File: src/rtl/assert_macros.svh
// Assertion macros shared by the RTL of the exchange sort engine.
// Depends on nothing; users must have i_clk and i_rst_n in scope.
`ifndef ASSERT_MACROS_SVH
`define ASSERT_MACROS_SVH

// Condition must hold at every clock edge outside reset.
`define ASSERT_ALWAYS(lbl, cond, msg) \
    lbl: assert property (@(posedge i_clk) disable iff (!i_rst_n) (cond)) \
        else $error(msg);

// If ante holds, cons must hold at the next clock edge.
`define ASSERT_NEXT(lbl, ante, cons, msg) \
    lbl: assert property (@(posedge i_clk) disable iff (!i_rst_n) (ante) |=> (cons)) \
        else $error(msg);

`endif

File: src/rtl/ese_pkg.sv
// Shared constants and types of the exchange sort engine.
// No dependencies.
package ese_pkg;

    // Default store depth, in elements
    localparam int ESE_MAX_ITEMS = 64;

    // Width of one stored element
    localparam int ESE_WORD_W = 32;

    typedef logic signed [ESE_WORD_W-1:0] t_word;

endpackage

File: src/rtl/exchange_sort_engine.sv
// Exchange sort engine: collects a list of signed 32-bit values, one per
// start transaction, and on the item marked last sorts it ascending and
// streams it back. A list element is taken whenever start is high while
// busy is low. After the last item busy stays high while the list is sorted
// and emitted (one element skips the sort): each outer position but the
// last fetches its element, compares it with every later one and writes
// it back; then one result per cycle is emitted. The sort rate is set by
// the single RAM read port, one compare per cycle. Results appear on
// o_sorted_value for exactly one cycle each, marked by o_strobe, and cannot
// be stalled; the final result of a list shows o_last_result and may
// coincide with the first item of the next list. Items beyond MAX_ITEMS are
// dropped and every result of that list shows o_overflowed.
// Depends on ese_pkg, ese_ram and assert_macros.svh.
`include "assert_macros.svh"

module exchange_sort_engine
    import ese_pkg::*;
#(
    parameter int MAX_ITEMS = ESE_MAX_ITEMS
) (
    input  logic                         i_clk,
    input  logic                         i_rst_n,
    input  logic                         start,
    output logic                         busy,
    input  logic signed [ESE_WORD_W-1:0] i_value,
    input  logic                         i_last_item,
    output logic                         o_strobe,
    output logic signed [ESE_WORD_W-1:0] o_sorted_value,
    output logic                         o_last_result,
    output logic                         o_overflowed
);

    localparam int AW = $clog2(MAX_ITEMS);
    localparam int CW = $clog2(MAX_ITEMS + 1);
    localparam logic [CW-1:0] MAX_CW = CW'(MAX_ITEMS);

    typedef enum logic [2:0] {
        S_LOAD,
        S_OUTER,
        S_LATCH,
        S_INNER,
        S_WB,
        S_EMIT
    } t_state;

    t_state        r_state, n_state;
    logic [CW-1:0] r_count, n_count;
    logic          r_drop, n_drop;
    logic [AW-1:0] r_outer, n_outer;
    logic [AW-1:0] r_inner, n_inner;
    t_word         r_outer_val, n_outer_val;
    logic          r_strobe, n_strobe;
    logic          r_out_last, n_out_last;
    logic          r_out_drop, n_out_drop;

    logic            wr_en;
    logic [AW-1:0]   wr_addr;
    t_word           wr_data;
    logic            rd_en;
    logic [AW-1:0]   rd_addr;
    logic [ESE_WORD_W-1:0] rd_data;
    logic [CW-1:0]   inner_next;

    // element store
    ese_ram #(
        .WIDTH (ESE_WORD_W),
        .DEPTH (MAX_ITEMS)
    ) u_store (
        .i_clk     (i_clk),
        .i_wr_en   (wr_en),
        .i_wr_addr (wr_addr),
        .i_wr_data (wr_data),
        .i_rd_en   (rd_en),
        .i_rd_addr (rd_addr),
        .o_rd_data (rd_data)
    );

    assign inner_next = CW'(r_inner) + CW'(1);

    // Sequencer. The current outer element lives in r_outer_val and is
    // written back once per outer pass; the schedule never reads an entry
    // in the cycle it is written, so no forwarding is needed.
    always_comb begin
        n_state     = r_state;
        n_count     = r_count;
        n_drop      = r_drop;
        n_outer     = r_outer;
        n_inner     = r_inner;
        n_outer_val = r_outer_val;
        n_strobe    = 1'b0;
        n_out_last  = r_out_last;
        n_out_drop  = r_out_drop;
        wr_en       = 1'b0;
        wr_addr     = r_inner;
        wr_data     = r_outer_val;
        rd_en       = 1'b0;
        rd_addr     = r_inner;

        case (r_state)
            S_LOAD: begin
                if (start) begin
                    if (r_count < MAX_CW) begin
                        wr_en   = 1'b1;
                        wr_addr = r_count[AW-1:0];
                        wr_data = i_value;
                        n_count = r_count + CW'(1);
                    end else begin
                        n_drop = 1'b1;
                    end
                    if (i_last_item) begin
                        n_outer = '0;
                        n_inner = '0;
                        if (n_count > CW'(1)) begin
                            n_state = S_OUTER;
                        end else begin
                            n_state = S_EMIT;
                        end
                    end
                end
            end

            // fetch the first outer element
            S_OUTER: begin
                rd_en   = 1'b1;
                rd_addr = r_outer;
                n_state = S_LATCH;
            end

            // capture outer element, fetch first inner one
            S_LATCH: begin
                n_outer_val = t_word'(rd_data);
                rd_en       = 1'b1;
                rd_addr     = r_outer + AW'(1);
                n_inner     = rd_addr;
                n_state     = S_INNER;
            end

            // compare-swap against the inner element arriving now
            S_INNER: begin
                if (r_outer_val > $signed(rd_data)) begin
                    wr_en       = 1'b1;
                    wr_addr     = r_inner;
                    wr_data     = r_outer_val;
                    n_outer_val = t_word'(rd_data);
                end
                if (inner_next < r_count) begin
                    rd_en   = 1'b1;
                    rd_addr = r_inner + AW'(1);
                    n_inner = rd_addr;
                end else begin
                    n_state = S_WB;
                end
            end

            // write back the outer element, then start the next outer pass or the output stream
            S_WB: begin
                wr_en   = 1'b1;
                wr_addr = r_outer;
                wr_data = r_outer_val;
                if (CW'(r_outer) + CW'(2) < r_count) begin
                    rd_en   = 1'b1;
                    rd_addr = r_outer + AW'(1);
                    n_outer = rd_addr;
                    n_state = S_LATCH;
                end else begin
                    n_inner = '0;
                    n_state = S_EMIT;
                end
            end

            // stream the list out, one read per cycle
            S_EMIT: begin
                rd_en      = 1'b1;
                rd_addr    = r_inner;
                n_strobe   = 1'b1;
                n_out_last = (inner_next == r_count);
                n_out_drop = r_drop;
                if (inner_next == r_count) begin
                    n_state = S_LOAD;
                    n_count = '0;
                    n_drop  = 1'b0;
                    n_inner = '0;
                    n_outer = '0;
                end else begin
                    n_inner = r_inner + AW'(1);
                end
            end

            default: begin
                n_state = S_LOAD;
            end
        endcase
    end

    // state and registered outputs
    always_ff @(posedge i_clk) begin
        if (!i_rst_n) begin
            r_state  <= S_LOAD;
            r_count  <= '0;
            r_drop   <= 1'b0;
            r_outer  <= '0;
            r_inner  <= '0;
            r_strobe <= 1'b0;
        end else begin
            r_state  <= n_state;
            r_count  <= n_count;
            r_drop   <= n_drop;
            r_outer  <= n_outer;
            r_inner  <= n_inner;
            r_strobe <= n_strobe;
        end
        r_outer_val <= n_outer_val;
        r_out_last  <= n_out_last;
        r_out_drop  <= n_out_drop;
    end

    assign busy           = (r_state != S_LOAD);
    assign o_strobe       = r_strobe;
    assign o_sorted_value = t_word'(rd_data);
    assign o_last_result  = r_out_last;
    assign o_overflowed   = r_out_drop;

    // checks
    `ASSERT_ALWAYS(a_no_rw_same_entry, !(wr_en && rd_en && (wr_addr == rd_addr)),
        "element RAM read and written at the same entry")
    `ASSERT_ALWAYS(a_count_in_range, r_count <= MAX_CW, "element count beyond store depth")
    `ASSERT_NEXT(a_results_contiguous, o_strobe && !o_last_result, o_strobe,
        "gap inside a result stream")
    `ASSERT_NEXT(a_last_starts_work, start && !busy && i_last_item, busy,
        "last item did not start the sort")

endmodule

File: src/rtl/ese_ram.sv
// Generic simple dual-port RAM: one write port, one registered read port.
// Depends on ese_pkg for the default word width and depth.
module ese_ram
    import ese_pkg::*;
#(
    parameter int WIDTH = ESE_WORD_W,
    parameter int DEPTH = ESE_MAX_ITEMS,
    localparam int AW = (DEPTH > 1) ? $clog2(DEPTH) : 1
) (
    input  logic             i_clk,
    input  logic             i_wr_en,
    input  logic [AW-1:0]    i_wr_addr,
    input  logic [WIDTH-1:0] i_wr_data,
    input  logic             i_rd_en,
    input  logic [AW-1:0]    i_rd_addr,
    output logic [WIDTH-1:0] o_rd_data
);

    logic [WIDTH-1:0] r_mem [DEPTH];
    logic [WIDTH-1:0] r_rd_data;

    // write port
    always_ff @(posedge i_clk) begin
        if (i_wr_en) begin
            r_mem[i_wr_addr] <= i_wr_data;
        end
    end

    // registered read, data holds while no read is issued
    always_ff @(posedge i_clk) begin
        if (i_rd_en) begin
            r_rd_data <= r_mem[i_rd_addr];
        end
    end

    assign o_rd_data = r_rd_data;

endmodule

File: config.mk
export PLATFORM = sky130hd
export DESIGN_NAME = exchange_sort_engine
export DESIGN_NICKNAME = d
export VERILOG_FILES = /design/src/rtl/ese_pkg.sv /design/src/rtl/exchange_sort_engine.sv /design/src/rtl/ese_ram.sv
export VERILOG_INCLUDE_DIRS = /design/src /design/src/rtl
export SDC_FILE = /design/constraint.sdc
export NUM_CORES = 2
export LEC_CHECK = 0
export BUFFER_PORTS_ARGS = -buffer_cell sky130_fd_sc_hd__buf_2
export CAP_MARGIN = 5
export CORE_ASPECT_RATIO = 2
export CORE_MARGIN = 4
export CORE_UTILIZATION = 65
export CTS_BUF_LIST = sky130_fd_sc_hd__clkbuf_8
export DETAILED_ROUTE_END_ITERATION = 6
export PLACE_DENSITY = 0.89
export SLEW_MARGIN = 15
export SYNTH_ARGS = -nofsm -noshare
export SYNTH_HDL_FRONTEND = slang
export SYNTH_HIERARCHICAL = 1
export SYNTH_SLANG_ARGS = --single-unit
File: constraint.sdc
create_clock -name i_clk -period 6.5 [get_ports i_clk]
set_clock_uncertainty 0.1 [all_clocks]
set_input_delay 0.325 -clock i_clk [delete_from_list [all_inputs] [get_ports i_clk]]
set_output_delay 0.325 -clock i_clk [all_outputs]
set_load 0.005 [all_outputs]
==> out/qor.csv <==
metric;value;unit
Final Slew Violations;0;
RR Startpoint;r_inner[0]$_SDFFE_PN0P_;
Pre-Repair DR Iteration Count;7;
Place WS;0.6272;ns
register bit count reported by yosys;2138;
Synth warnings;6;
Crit path required time;7.09;ns
Max Cap Violations;0;
Syn Nets;3964;
Worst-Skew Late Latency;1.01;ns
power per cell area;396.6;nW/um2
fin crit share;0.9530;
delay-heaviest family, CP;simple AND/OR/NAND/NOR gates;
Die W;261.0;um
worst-margin pin slew;1.246;ns
Final #Nets;4324;
setup ws final;0.3058;ns
clock buffer depth;4;
Buf/Inv on CP;1;
final setup TNS;0;ns
RSZ-0062 raised after global routing;no;
layout cells sized above 1;0.2922;
Setup CP Type;flop to flop;
Leakage Power;28.87;nW
FILL cells;5984;
post-route total power;0.03684;W
wirelength, routed;257700;um
hold slack;0.07878;ns
Crit. path cell count;16;
Cell Rows;185;
failing checks;design-rule violations;
Critical Path AT;6.78;ns
max incr delay on CP;0.67;ns
Core ar.;127100;um2
Util after Layout;0.7309;
H-tree depth;5;
Vias;47520;
count of cell types in the netlist;63;
Synth Instances;3879;
Hold WC Path Type;input port to flop;
CP Capture Type;flop;
GRT Util Overall;0.3959;
Worst VDD drop;0.2874;mV
die area;134200;um2
dpl hpwl;145100;um
TritonCTS clock tree;built;
crit-path cells;ha_1 > nand3_1 > xnor2_1 > ha_1 > a21oi_1 > o21ai_1 > or2_1 > or3_1 > a311oi_1 > or4_4 > buf_12 > mux4_2 > mux2i_1 > nor2_1 > o32ai_1 > nor3_1;
pin count of the biggest net entering global routing;69;
Overflow after GRT;0;
Die Ht;514.0;um
WL per Instance;41.98;um
clock slew at reported path FFs;0.08;ns
Fin. Hold Viols;0;
final setup fails;0;
initial DRC count;8796;
min Tclk post-route;6.194;ns
initial antenna violation count;26;
Post-synth EDFFs;2114;
Antenna Nets Post-Route;0;
most used cell, CP;ha_1;
Critical-path top delay cell;o32ai_1;
Post-synth top flop;edfxtp_1;
Clock Sinks;2138;
register area share after synthesis;0.7685;
CTS buffer count;281;
IO Count;72;
worst r2r dst;u_store/o_rd_data[17]$_DFFE_PP_;
R2R setup slack;0.31;ns
Async S/R FF share, synth;0;
Vias per Instance;7.742;
worst-case reg-to-reg path depth;16;
setup repair bufs after CTS;0;
CP endpoint;u_store/o_rd_data[17]$_DFFE_PP_;
critical path startpoint category;flop;
Max Fclk;161.4;MHz
Rel. slew slack;0.1693;
initial core utilization;0.6549;
clock root cell;clkbuf_8;
PortBufs;71;
CP startpoint;r_inner[0]$_SDFFE_PN0P_;
crit path max fanout;68;
status;finished, violations left;
area grow syn2layout;11.60;%
Post-Syn Area;83230;um2
GP Congestion;0.9949;
first-pass GRT wire length;366300;um
DRC;1;
syn_area_per_cell;21.46;um2
vias in the first global route;49090;
[flip-flops by register name, summed over array words and instances (netlist names), 3 cells and up]
signal             cells
u_store/r_mem       2048
r_outer_val           32
u_store/o_rd_data     32
r_count                7
r_inner                6
r_outer                6
r_state                3
[cells by family (layout without fill, tap and decap cells)]
kind of cell,Yosys count,after routing,synth area share
xor+xnor,11,11,0.001158
simple gates,462,462,0.02461
mux,637,637,0.1584
other cells,0,20,0
flops,2138,2138,0.7685
buf+inv,253,809,0.01398
compound gates,329,329,0.02596
fa+ha+maj,49,49,0.007367
[stage by stage]
stage               std cells  instance area (um2)
floorplan                3879                83230
global placement         5629                87410
detailed placement       5631                87450
CTS                      6116                92730
global route             6120                92840
finish                   6138                92880
[where the power goes]
part           switching, W  leakage (nW)  internal, W
Sequential         0.000478          19.3       0.0173
Clock               0.00509          2.90      0.00478
Combinational       0.00580          6.68      0.00336
[layer usage]
layer  vias up  part of all wire  global-route usage
met1     23126              0.27              0.4400
met4        20              0.11              0.3205
li1      16996                 -                   -
met5         -           0.00059           0.0007407
met2      5622              0.48              0.6122
met3      1756              0.14              0.1455
[cell usage after synthesis (all sizes together), types with 6 or more instances]
cell type,count,area share
a21o,6,0.00054
a21oi,92,0.0055
a221o,6,0.00072
a22oi,28,0.0025
a311oi,13,0.0014
a31oi,7,0.00053
buf,115,0.0077
clkbuf,91,0.0041
dfxtp,24,0.0058
edfxtp,2114,0.76
ha,49,0.0074
inv,46,0.0021
mux2i,93,0.011
mux4,544,0.15
nand2,158,0.0071
nand2b,10,0.00075
nand3,24,0.0014
nand3b,7,0.00063
nand4,15,0.0011
nor2,171,0.0078
nor2b,22,0.0017
nor3,22,0.0013
o21ai,28,0.0017
o221ai,27,0.0028
o22ai,87,0.0065
or2,6,0.00045
xnor2,9,0.00095
[area by class of cell]
type / instances / area (um2) / share of cell area
Sequential cell: 2138 / 63960 / 0.6886
Multi-Input combinational cell: 1488 / 18810 / 0.2025
Clock buffer: 288 / 3964 / 0.04268
Timing Repair Buffer: 283 / 2565 / 0.02762
Tap cell: 1683 / 2106 / 0.02267
Clock inverter: 191 / 1251 / 0.01347
Inverter: 47 / 176.4 / 0.001899
Antenna cell: 20 / 50.05 / 0.0005388
[placed cells by master, fill, tap and decap left out, types with 71 or more instances in the layout]
| cell | Yosys | layout |
|---|---|---|
| a21oi_1 | 92 | 92 |
| clkbuf_8 | 0 | 288 |
| nand2_1 | 158 | 128 |
| inv_1 | 46 | 104 |
| o22ai_1 | 87 | 86 |
| mux4_2 | 544 | 544 |
| edfxtp_1 | 2114 | 2114 |
| buf_2 | 62 | 71 |
| mux2i_1 | 93 | 93 |
| nor2_1 | 170 | 106 |
| buf_4 | 26 | 158 |
[worst min-delay path by stage]
stage	endpoint	slack, ns	cells past startpoint	start
after floorplan	o_overflowed$_DFFE_PP_	0.31	0	r_drop$_SDFFE_PN0P_
after global placement	o_overflowed$_DFFE_PP_	0.32	0	r_drop$_SDFFE_PN0P_
after detailed placement	o_overflowed$_DFFE_PP_	0.32	0	r_drop$_SDFFE_PN0P_
after CTS	u_store/r_mem[35][3]$_DFFE_PP_	0.02	4	i_value[3]
after global routing	u_store/r_mem[56][26]$_DFFE_PP_	0.08	4	i_value[26]
final	u_store/r_mem[48][26]$_DFFE_PP_	0.08	4	i_value[26]
[timing repair]
action,in CTS,in global routing
hold endpoints to repair,34,0
hold buffers,6,0
setup endpoints to repair,0,0
gates resized for setup,0,0
[worst reg2reg max path: cells and delay by family, from the launching register on]
| kind | cells | cell delay [ns] |
|---|---|---|
| and+or+nand+nor | 6 | 1.75 |
| AOI/OAI and AO/OA | 4 | 1.27 |
| muxes | 2 | 0.83 |
| adders and majority gates | 2 | 0.62 |
| buffers and inverters | 1 | 0.57 |
| DFF | 1 | 0.44 |
| xor gates and xnor gates | 1 | 0.30 |
Power figures use the tool's default switching activity.
